File: config.mk
export PLATFORM = sky130hd
export DESIGN_NAME = taylor_series_evaluator_top
export DESIGN_NICKNAME = d
export VERILOG_FILES = /design/src/design/tse_pkg.sv /design/src/design/taylor_series_evaluator_top.sv
export VERILOG_INCLUDE_DIRS = /design/src /design/src/design
export SDC_FILE = /design/constraint.sdc
export NUM_CORES = 2
export LEC_CHECK = 0
export CORE_ASPECT_RATIO = 1.75
export CORE_MARGIN = 3
export CORE_UTILIZATION = 70
export DETAILED_ROUTE_END_ITERATION = 8
export DONT_BUFFER_PORTS = 1
export PLACE_DENSITY = 0.9
export SLEW_MARGIN = 5
export SYNTH_ARGS = -nofsm -noshare
export SYNTH_HDL_FRONTEND = slang
export SYNTH_SLANG_ARGS = --single-unit
File: constraint.sdc
create_clock -name clk -period 20.7 [get_ports clk]
set_input_delay 4.14 -clock clk [delete_from_list [all_inputs] [get_ports clk]]
set_output_delay 4.14 -clock clk [all_outputs]
set_load 0.1 [all_outputs]
File: src/design/taylor_series_evaluator_top_defines.svh
// Assertion helpers used by taylor_series_evaluator_top.
`ifndef TAYLOR_SERIES_EVALUATOR_TOP_DEFINES_SVH
`define TAYLOR_SERIES_EVALUATOR_TOP_DEFINES_SVH

// The consequent must hold in the same cycle as the antecedent.
`define TSE_ASSERT_IMP(lbl, ante, cons, msg) \
  lbl: assert property (@(posedge clk) disable iff (rst) (ante) |-> (cons)) \
    else $error(msg);

// The consequent must hold in the cycle after the antecedent.
`define TSE_ASSERT_NEXT(lbl, ante, cons, msg) \
  lbl: assert property (@(posedge clk) disable iff (rst) (ante) |=> (cons)) \
    else $error(msg);

`endif

File: src/design/tse_pkg.sv
`default_nettype none

package tse_pkg;

  // Largest number of series terms that one evaluation sums.
  localparam int MAX_TERMS = 64;

  // Field and register widths.
  localparam int X_W    = 32;
  localparam int RES_W  = 48;
  localparam int FSEL_W = 3;
  localparam int NT_W   = 7;
  localparam int CFG_W  = 7;
  localparam int IDX_W  = 1;

  // Internal widths.
  localparam int MAG_W  = 47;                // term magnitude
  localparam int M_W    = 39;                // multiplier magnitude, up to 2^38
  localparam int FRAC_W = 24;                // fraction bits of Q24.24
  localparam int MUL_W  = 32;                // shared multiplier operand width
  localparam int PROD_W = 2 * MUL_W;
  localparam int DVD_W  = 64;                // dividend and quotient width
  localparam int DIV_BITS  = 4;              // quotient bits per divider cycle
  localparam int DIV_STEPS = DVD_W / DIV_BITS;
  localparam int DCNT_W    = $clog2(DIV_STEPS);
  localparam int K_W    = $clog2(MAX_TERMS);
  localparam int DA_W   = K_W + 2;
  localparam int D_W    = $clog2(2 * MAX_TERMS * (2 * MAX_TERMS - 1));
  localparam int SUMX_W = RES_W + 2;

  // Fixed point constants.
  localparam logic [MAG_W-1:0] MAG_MAX = {MAG_W{1'b1}};
  localparam logic [RES_W-1:0] ONE_Q24 = RES_W'(1) << FRAC_W;
  localparam logic signed [SUMX_W-1:0] SUM_MAX = SUMX_W'((64'd1 << (RES_W - 1)) - 64'd1);
  localparam logic signed [SUMX_W-1:0] SUM_MIN = -SUMX_W'(64'd1 << (RES_W - 1));

  // Function codes.
  localparam logic [FSEL_W-1:0] FN_SIN  = 3'd0;
  localparam logic [FSEL_W-1:0] FN_EXP  = 3'd1;
  localparam logic [FSEL_W-1:0] FN_COS  = 3'd2;
  localparam logic [FSEL_W-1:0] FN_SINH = 3'd3;
  localparam logic [FSEL_W-1:0] FN_COSH = 3'd4;
  localparam logic [FSEL_W-1:0] FN_SINC = 3'd5;

  // Configuration register indexes.
  localparam logic [IDX_W-1:0] REG_FSEL  = 1'd0;
  localparam logic [IDX_W-1:0] REG_NTERM = 1'd1;

  // Reset values of the configuration registers.
  localparam logic [FSEL_W-1:0] FSEL_RESET  = FN_SIN;
  localparam logic [NT_W-1:0]   NTERM_RESET = 7'd8;

endpackage

`default_nettype wire

File: src/design/taylor_series_evaluator_top.sv
// Unused function codes give zero and sin(x)/x at zero gives one without a series. Each further
// term takes four partial products on the shared 32x32 multiplier, sixteen 4-bit divider steps
// and then setup, saturation and accumulation. A new input is accepted only when idle, after
// the previous result has entered the output register; a held output register delays that.
// Reset (synchronous, active high) idles the sequencer, empties the output register and sets
// function_select to sin and term_count to 8.
`default_nettype none

module taylor_series_evaluator_top
  import tse_pkg::*;
(
  input  wire logic                 clk,
  input  wire logic                 rst,
  // Configuration write port.
  input  wire logic                 cfg_we,
  input  wire logic [IDX_W-1:0]     cfg_index,
  input  wire logic [CFG_W-1:0]     cfg_data,
  // Input stream.
  input  wire logic                 s_axis_tvalid,
  output logic                      s_axis_tready,
  input  wire logic [X_W-1:0]       s_axis_tdata,   // [31:0] x_value
  // Output stream.
  output logic                      m_axis_tvalid,
  input  wire logic                 m_axis_tready,
  output logic [RES_W-1:0]          m_axis_tdata,   // [47:0] series_result
  output logic [0:0]                m_axis_tuser    // [0] overflow
);

  `include "taylor_series_evaluator_top_defines.svh"

  typedef enum logic [3:0] {
    S_IDLE, S_SETUP, S_SQ, S_SQW, S_LOOP, S_MUL, S_MULW, S_DIV, S_SAT, S_SUM, S_OUT
  } state_t;

  state_t              state;
  logic [FSEL_W-1:0]   function_select;
  logic [NT_W-1:0]     term_count;
  logic [FSEL_W-1:0]   fsel;
  logic [NT_W-1:0]     nterm;
  logic                xneg;
  logic [X_W-1:0]      xmag;
  logic [M_W-1:0]      m;
  logic                mneg;
  logic [MAG_W-1:0]    tmag;
  logic                tneg;
  logic [RES_W-1:0]    sum;
  logic                ovf;
  logic [K_W-1:0]      k;
  logic [D_W-1:0]      d;
  logic [1:0]          ph;
  logic [PROD_W-1:0]   prod;
  logic [DVD_W-1:0]    acc;
  logic [DVD_W-1:0]    dvd;
  logic [DVD_W-1:0]    quot;
  logic [D_W-1:0]      rem;
  logic [DCNT_W-1:0]   dcnt;

  logic [MUL_W-1:0]    mul_a;
  logic [MUL_W-1:0]    mul_b;
  logic [PROD_W-1:0]   mul_p;
  logic [1:0]          acc_idx;
  logic [DVD_W-1:0]    acc_next;
  logic [D_W-1:0]      rem_next;
  logic [DIV_BITS-1:0] qdig;
  logic [DA_W-1:0]     da;
  logic [2*DA_W-1:0]   dprod;
  logic [D_W-1:0]      dcalc;
  logic signed [SUMX_W-1:0] term_s;
  logic signed [SUMX_W-1:0] sum_ext;
  logic                sum_last;

  assign s_axis_tready = (state == S_IDLE);

  // Operand selection for the shared multiplier.
  always_comb begin
    mul_a = xmag;
    mul_b = xmag;
    if (state == S_MUL) begin
      case (ph)
        2'd0: begin
          mul_a = MUL_W'(tmag[FRAC_W-1:0]);
          mul_b = MUL_W'(m[FRAC_W-1:0]);
        end
        2'd1: begin
          mul_a = MUL_W'(tmag[FRAC_W-1:0]);
          mul_b = MUL_W'(m[M_W-1:FRAC_W]);
        end
        2'd2: begin
          mul_a = MUL_W'(tmag[MAG_W-1:FRAC_W]);
          mul_b = MUL_W'(m[FRAC_W-1:0]);
        end
        default: begin
          mul_a = MUL_W'(tmag[MAG_W-1:FRAC_W]);
          mul_b = MUL_W'(m[M_W-1:FRAC_W]);
        end
      endcase
    end
  end

  assign mul_p = PROD_W'(mul_a) * PROD_W'(mul_b);

  // Partial product accumulation; the low-by-low product is rounded half up into Q.24.
  assign acc_idx = (state == S_MULW) ? 2'd3 : (ph - 2'd1);

  always_comb begin
    case (acc_idx)
      2'd0:    acc_next = acc + DVD_W'(prod[PROD_W-1:FRAC_W]) + DVD_W'(prod[FRAC_W-1]);
      2'd3:    acc_next = acc + {prod[DVD_W-FRAC_W-1:0], {FRAC_W{1'b0}}};
      default: acc_next = acc + prod;
    endcase
  end

  // Divisor for the current term index.
  always_comb begin
    if (fsel == FN_COS || fsel == FN_COSH) begin
      da = {1'b0, k, 1'b0} + DA_W'(1);
    end else begin
      da = {1'b0, k, 1'b0} + DA_W'(2);
    end
    dprod = (2*DA_W)'(da) * (2*DA_W)'(da + DA_W'(1));
    if (fsel == FN_EXP) begin
      dcalc = D_W'(k) + D_W'(1);
    end else begin
      dcalc = dprod[D_W-1:0];
    end
  end

  // Restoring divider, several quotient bits per cycle.
  always_comb begin
    logic [D_W:0] t;
    logic [D_W-1:0] r;
    r    = rem;
    qdig = '0;
    for (int i = 0; i < DIV_BITS; i++) begin
      t = {r, dvd[DVD_W-1-i]};
      if (t >= {1'b0, d}) begin
        r = D_W'(t - {1'b0, d});
        qdig[DIV_BITS-1-i] = 1'b1;
      end else begin
        r = t[D_W-1:0];
      end
    end
    rem_next = r;
  end

  // Signed accumulation of the new term.
  always_comb begin
    if (tneg) begin
      term_s = -$signed(SUMX_W'(tmag));
    end else begin
      term_s = $signed(SUMX_W'(tmag));
    end
    sum_ext = $signed({{2{sum[RES_W-1]}}, sum}) + term_s;
  end

  assign sum_last = (int'(k) + 1 >= int'(nterm));

  // Sequencer, datapath registers and output register.
  always_ff @(posedge clk) begin
    if (rst) begin
      state           <= S_IDLE;
      m_axis_tvalid   <= 1'b0;
      function_select <= FSEL_RESET;
      term_count      <= NTERM_RESET;
    end else begin
      prod <= mul_p;

      if (cfg_we) begin
        case (cfg_index)
          REG_FSEL:  function_select <= cfg_data[FSEL_W-1:0];
          REG_NTERM: term_count      <= cfg_data[NT_W-1:0];
          default: ;
        endcase
      end

      // The output register empties on a transfer unless a new result replaces it.
      if (m_axis_tvalid && m_axis_tready && state != S_OUT) begin
        m_axis_tvalid <= 1'b0;
      end

      case (state)
        S_IDLE: begin
          if (s_axis_tvalid) begin
            xneg <= s_axis_tdata[X_W-1];
            xmag <= s_axis_tdata[X_W-1] ? (~s_axis_tdata + X_W'(1)) : s_axis_tdata;
            fsel <= function_select;
            if (term_count == '0) begin
              nterm <= NT_W'(1);
            end else if (int'(term_count) > MAX_TERMS) begin
              nterm <= NT_W'(MAX_TERMS);
            end else begin
              nterm <= term_count;
            end
            state <= S_SETUP;
          end
        end
        S_SETUP: begin
          ovf <= 1'b0;
          k   <= '0;
          if (fsel > FN_SINC) begin
            sum   <= '0;
            state <= S_OUT;
          end else if (fsel == FN_SINC && xmag == '0) begin
            sum   <= ONE_Q24;
            state <= S_OUT;
          end else begin
            if (fsel == FN_SIN || fsel == FN_SINH) begin
              tmag <= MAG_W'(xmag);
              tneg <= xneg;
              sum  <= xneg ? (~RES_W'(xmag) + RES_W'(1)) : RES_W'(xmag);
            end else begin
              tmag <= MAG_W'(ONE_Q24);
              tneg <= 1'b0;
              sum  <= ONE_Q24;
            end
            if (fsel == FN_EXP) begin
              m     <= M_W'(xmag);
              mneg  <= xneg;
              state <= S_LOOP;
            end else begin
              mneg  <= !(fsel == FN_SINH || fsel == FN_COSH);
              state <= S_SQ;
            end
          end
        end
        S_SQ: begin
          state <= S_SQW;
        end
        S_SQW: begin
          // x squared rounded half up to Q.24.
          m     <= M_W'(prod[PROD_W-1:FRAC_W] + (PROD_W-FRAC_W)'(prod[FRAC_W-1]));
          state <= S_LOOP;
        end
        S_LOOP: begin
          if (sum_last) begin
            state <= S_OUT;
          end else begin
            d     <= dcalc;
            acc   <= DVD_W'(dcalc[D_W-1:1]);
            ph    <= '0;
            state <= S_MUL;
          end
        end
        S_MUL: begin
          if (ph != 2'd0) begin
            acc <= acc_next;
          end
          ph <= ph + 2'd1;
          if (ph == 2'd3) begin
            state <= S_MULW;
          end
        end
        S_MULW: begin
          dvd   <= acc_next;
          quot  <= '0;
          rem   <= '0;
          dcnt  <= '0;
          state <= S_DIV;
        end
        S_DIV: begin
          dvd  <= dvd << DIV_BITS;
          quot <= {quot[DVD_W-DIV_BITS-1:0], qdig};
          rem  <= rem_next;
          dcnt <= dcnt + DCNT_W'(1);
          if (dcnt == DCNT_W'(DIV_STEPS - 1)) begin
            state <= S_SAT;
          end
        end
        S_SAT: begin
          if (quot > DVD_W'(MAG_MAX)) begin
            tmag <= MAG_MAX;
            ovf  <= 1'b1;
          end else begin
            tmag <= quot[MAG_W-1:0];
          end
          tneg  <= tneg ^ mneg;
          state <= S_SUM;
        end
        S_SUM: begin
          if (sum_ext > SUM_MAX) begin
            sum <= SUM_MAX[RES_W-1:0];
            ovf <= 1'b1;
          end else if (sum_ext < SUM_MIN) begin
            sum <= SUM_MIN[RES_W-1:0];
            ovf <= 1'b1;
          end else begin
            sum <= sum_ext[RES_W-1:0];
          end
          k     <= k + K_W'(1);
          state <= S_LOOP;
        end
        S_OUT: begin
          if (!m_axis_tvalid || m_axis_tready) begin
            m_axis_tvalid   <= 1'b1;
            m_axis_tdata    <= sum;
            m_axis_tuser[0] <= ovf;
            state           <= S_IDLE;
          end
        end
        default: begin
          state <= S_IDLE;
        end
      endcase
    end
  end

  // An input transfer always starts a new evaluation.
  `TSE_ASSERT_NEXT(a_accept_starts, s_axis_tvalid && s_axis_tready, state == S_SETUP, "no start")
  // The divider remainder stays below the divisor.
  `TSE_ASSERT_IMP(a_div_rem, state == S_DIV, rem < d, "divider remainder out of range")
  // The divisor is never zero once a term is under way.
  `TSE_ASSERT_IMP(a_div_nonzero, state == S_MUL, d != '0, "zero divisor")
  // The term index never reaches the term count.
  `TSE_ASSERT_IMP(a_term_range, state == S_LOOP, int'(k) < int'(nterm), "term index overran")

endmodule

`default_nettype wire
* Yosys cells after proc, flatten, opt, wreduce, memory -nomap -nowiden
Cells that the tools add are included.
** Storage, ports and cells
- Input bits :: 45
- Logic and storage cells :: 207
- Flip-flop bits (word level) :: 540
** Operators by class
- Multipliers :: 2
- Multiplexer cells :: 66
- Bitwise gates (word level) :: 8
- Reductions and logical operators :: 40
- $lt $le $gt $ge :: 10
- Equality and inequality tests :: 32
- Add/sub/neg operators :: 22
** Operators by type and width (number)
- $pmux W64 S2 :: 4
- $mux W48 :: 6
- $mux W47 :: 3
- $add A64 B64 Y64 :: 2
- $mux W64 :: 2
- $mux W39 :: 3
- $mux W32 :: 3
- $pmux W48 S2 :: 1
- $pmux W47 S2 :: 1
- $pmux W39 S2 :: 1
- $mux W14 :: 5
- $add A64 B1 Y64 :: 1
- $add A64 B40 Y64 :: 1
- $gt A64 B47 Y1 const B :: 1
- $mul A32 B32 Y64 :: 1
- $ge A15 B14 Y1 :: 4
- $sub A14 B14 Y14 :: 4
- $add A48 B50 Y50 :: 1
- $gt A50 B48 Y1 const B :: 1
- $lt A50 B48 Y1 const B :: 1
- $mux W50 :: 1
- $neg A47 Y50 :: 1
- $add A48 B1 Y48 const B :: 1
- $mux W24 :: 2
- other kinds (60) :: 129

* Longest topological paths before layout
- Depth in word-level cells :: 9
- Gate-level depth with buffers :: 47

* Worst setup path after synthesis
No wires, ideal clock.
- Kind :: input-to-reg
- Start point :: input rst
- End point :: register dcnt[0] (enable)
- Arrival time :: 14.301 ns
- Library setup time :: 0.830 ns
- Required time :: 19.870 ns
- Stages :: 2
- Slack :: 5.570 ns
- Path through :: clkbuf_1 nor3_1
** Between the ends
- Word-level cells in the longest chain between the ends :: 2
** RTL lines
- start, declared :: RTL line taylor_series_evaluator_top.sv:13 : input wire logic rst,
- $not A1 Y1 (no line)
- $reduce_and A2 Y1 (no line)
- end signal, assigned :: RTL line taylor_series_evaluator_top.sv:264 : dcnt <= dcnt + DCNT_W'(1);
- end, declared :: RTL line taylor_series_evaluator_top.sv:56 : logic [DCNT_W-1:0] dcnt;
No other way between the ends.
A chain may end at the register's enable or synchronous reset.

* Worst setup path after layout
- Start point :: register state[0]
- End point :: register prod[62] (data pin)
** Between the ends
- Word-level cells in the longest chain between the ends :: 3
** RTL lines
- start, declared :: RTL line taylor_series_evaluator_top.sv:35 : state_t state;
- start signal, assigned :: RTL line taylor_series_evaluator_top.sv:161 : state <= S_IDLE;
- start signal, assigned :: RTL line taylor_series_evaluator_top.sv:194 : state <= S_SETUP;
- start signal, assigned :: RTL line taylor_series_evaluator_top.sv:202 : state <= S_OUT;
- $eq A4 B3 Y1 (*) :: RTL line taylor_series_evaluator_top.sv:78 : if (state == S_MUL) begin
- $mux W32 :: RTL line taylor_series_evaluator_top.sv:78
- $mul A32 B32 Y64 (*) :: RTL line taylor_series_evaluator_top.sv:100 : assign mul_p = PROD_W'(mul_a) * PROD_W'(mul_b);
- net mul_p[62] :: RTL line taylor_series_evaluator_top.sv:60 : logic [PROD_W-1:0] mul_p;
- end signal, assigned :: RTL line taylor_series_evaluator_top.sv:166 : prod <= mul_p;
- end, declared :: RTL line taylor_series_evaluator_top.sv:51 : logic [PROD_W-1:0] prod;
Mark *: on every way through the listed nets, which the timed path passes. The rest lies on a longest branch.

==> out/results.tsv <==
metric	value	unit
syn_inst	8183	
clock-sinks	540	
clkTransAtPathRegs	70	ps
netlist_area	0.07358	mm²
clock_path_buffers	3	
drtAntennaViolNets	0	
instances_no_fill	9380	
postPlaceCellArea	0.07480	mm²
drt-total-wl	261.1	mm
vias	64150	
grt_pass1_vias	66750	
hp-class	reg -> reg	
ys.flop_type	edfxtp_1	
ctsHoldBuffers	0	
routedWlPerCell	27.84	µm
synth_cell_types	92	
grt_start_max_net_pins	93	
r2r_start	state[0]	
placed_cells	9258	
rsz0062_at_grt	false	
period_needed	12640	ps
grt_overflow_total	0	
cpMostUsedCell	fa_1	
h-tree-depth	2	
criticalPathCategory	reg -> reg	
max_slew.worst_pin.slew	1520	ps
grt_util_all_layers	48.31	%
postCtsResizedCells	0	
multi_input_area	0.05165	mm²
drv_slew	14	
cp.arrival	13040	ps
start_util	70.86	%
io_buffers	0	
area_growth	4.224	%
cp-end-kind	flop	
nFillCells	7390	
clkLatencyLatePin	720	ps
reg2reg_depth	26	
viasPerCell	6.839	
ys_seq_area_share	21.83	%
hold_viol	0	
drive_gt1_share	4.493	%
cp-startpoint	state[0]	
synth_edf_count	525	
cts_tree	yes	
core	0.1038	mm²
rows	156	
dp_hpwl	196.4	mm
drcViolationCount	0	
drt-initial-drc-count	7729	
place_congestion	1.112	
fp.dieH	434.9	µm
numCtsBuffers	52	
nets	9504	
fin_area	0.07669	mm²
start_kind	flop	
slowest_stage	buf_4	
status	complete, but fails checks	
die_area	0.1092	mm²
postCtsSetupBuffers	0	
clock.fmax	0.07912	GHz
cts_root_buf	clkbuf_16	
fin_skew	72.28	ps
die_w	251.1	µm
holdWs	448.0	ps
regArea	0.01607	mm²
violations	capacitance limit, slew limit	
setup_violations	0	
drt_first_pass_iters	9	
syn_area_per_cell	8.992	µm²
fin_setup_tns	0	ps
grt_pass1_wl	393.4	mm
r2r_end	prod[62]	
antenna_found_initial	20	
critPathCapture	prod[62]	
cp.required	21100	ps
r2r_slack	8060	ps
ys_seq_elements	540	
slowest_delay	920	ps
num_io_pins	96	
ys_async_sr_fraction	0	%
cp_max_fo	86	
ys_warn_count	0	
drv_cap	1	
relSlewSlack	-1.302	%
finalCritPeriodShare	61.06	%
==> cells in the mapped netlist, types with 34 or more instances <==
cell / number / share of area [%]
mux2i_1: 34 / 0.46
a211oi_1: 42 / 0.43
nand3_1: 157 / 1.1
xor2_1: 181 / 2.2
ha_1: 556 / 9.5
a221oi_1: 35 / 0.42
or2_2: 47 / 0.40
o21a_1: 67 / 0.68
nand4_1: 65 / 0.55
nor3_1: 78 / 0.53
and3_1: 149 / 1.3
nand2_1: 920 / 4.7
nor2b_1: 59 / 0.50
fa_1: 934 / 25
o21bai_1: 40 / 0.41
edfxtp_1: 525 / 21
nand2b_1: 69 / 0.59
xnor2_1: 273 / 3.2
a21o_1: 187 / 1.9
inv_1: 1189 / 6.1
and2_1: 116 / 0.99
clkbuf_1: 361 / 1.8
a21oi_1: 400 / 2.7
or3_1: 37 / 0.31
o31ai_1: 50 / 0.51
mux2_2: 36 / 0.55
nor2_1: 790 / 4.0
o21ai_0: 338 / 2.3
a31oi_1: 43 / 0.37
==> how the worst min path moves through the flow <==
stage / start / endpoint / slack (ps) / cells after the start
floorplan: ovf / m_axis_tuser / 400 / 0
global placement: function_select[0] / fsel[0] / 420 / 0
detailed placement: function_select[0] / fsel[0] / 430 / 0
CTS: function_select[0] / fsel[0] / 450 / 0
global route: function_select[0] / fsel[0] / 460 / 0
finish: function_select[0] / fsel[0] / 450 / 0
==> through the flow <==
stage	setup slack (ps)	util [%]
finish	8061	73.86
global route	7908	73.80
CTS	8790	73.80
detailed placement	8823	72.03
global placement	9020	72.03
floorplan	5570	-
==> cells in the final DEF (no fill, tap or decap), drive strengths merged, types with 68 or more instances in the layout <==
cell / netlist / routed
nand2: 921 / 921
buf: 34 / 124
o21a: 68 / 68
fa: 934 / 934
nand3: 157 / 157
inv: 1189 / 1194
nand2b: 69 / 69
ha: 556 / 556
a21oi: 400 / 400
and2: 116 / 116
nor2: 790 / 790
a21o: 187 / 187
xor2: 181 / 181
xnor2: 275 / 275
and3: 149 / 149
edfxtp: 525 / 525
nor3: 79 / 79
o21ai: 358 / 358
==> sequential cells by signal, indices dropped and copies added (netlist names), 3 cells and up <==
name / flops
prod: 64
state: 4
fsel: 3
tmag: 47
rem: 14
sum: 48
m: 39
function_select: 3
k: 6
xmag: 32
nterm: 7
m_axis_tdata: 48
acc: 64
d: 14
dvd: 64
quot: 64
dcnt: 4
term_count: 7
==> cell families after synthesis <==
logic type,Yosys count,synth area share (%)
buffers and inverters,1586,8.146
DFF,540,21.83
other,2,0.01021
and+or+nand+nor,2571,15.82
muxes,70,1.013
adders and majority gates,1490,34.86
AOI/OAI and AO/OA,1468,12.85
xor gates and xnor gates,456,5.463
==> routing by layer <==
metal  global-route usage (%)  wire length (µm)
met1                    50.06             76850
met4                    48.38             34930
met5                   0.9375               115
met3                    17.92             33340
met2                    73.77            115900
==> critical path: cells and delay by family, from the launching register on <==
kind	cells	cell delay (ps)
AOI/OAI and AO/OA	8	3000
xor gates and xnor gates	1	150
adders and majority gates	9	4910
buffers and inverters	3	1200
DFF	1	690
and+or+nand+nor	5	2340
==> layout make-up <==
class	instances	area share [%]
antenna	24	0.07831
clock inverter	41	0.6395
multi-input combinational	6060	67.35
sequential	540	20.95
timing repair buffer	124	1.214
tap	1343	2.191
clock buffer	57	1.749
inverter	1191	5.829
Power is left out: the tool's default activity adds up to more than one toggle a clock period on the data nets, which glitch-free logic cannot reach.
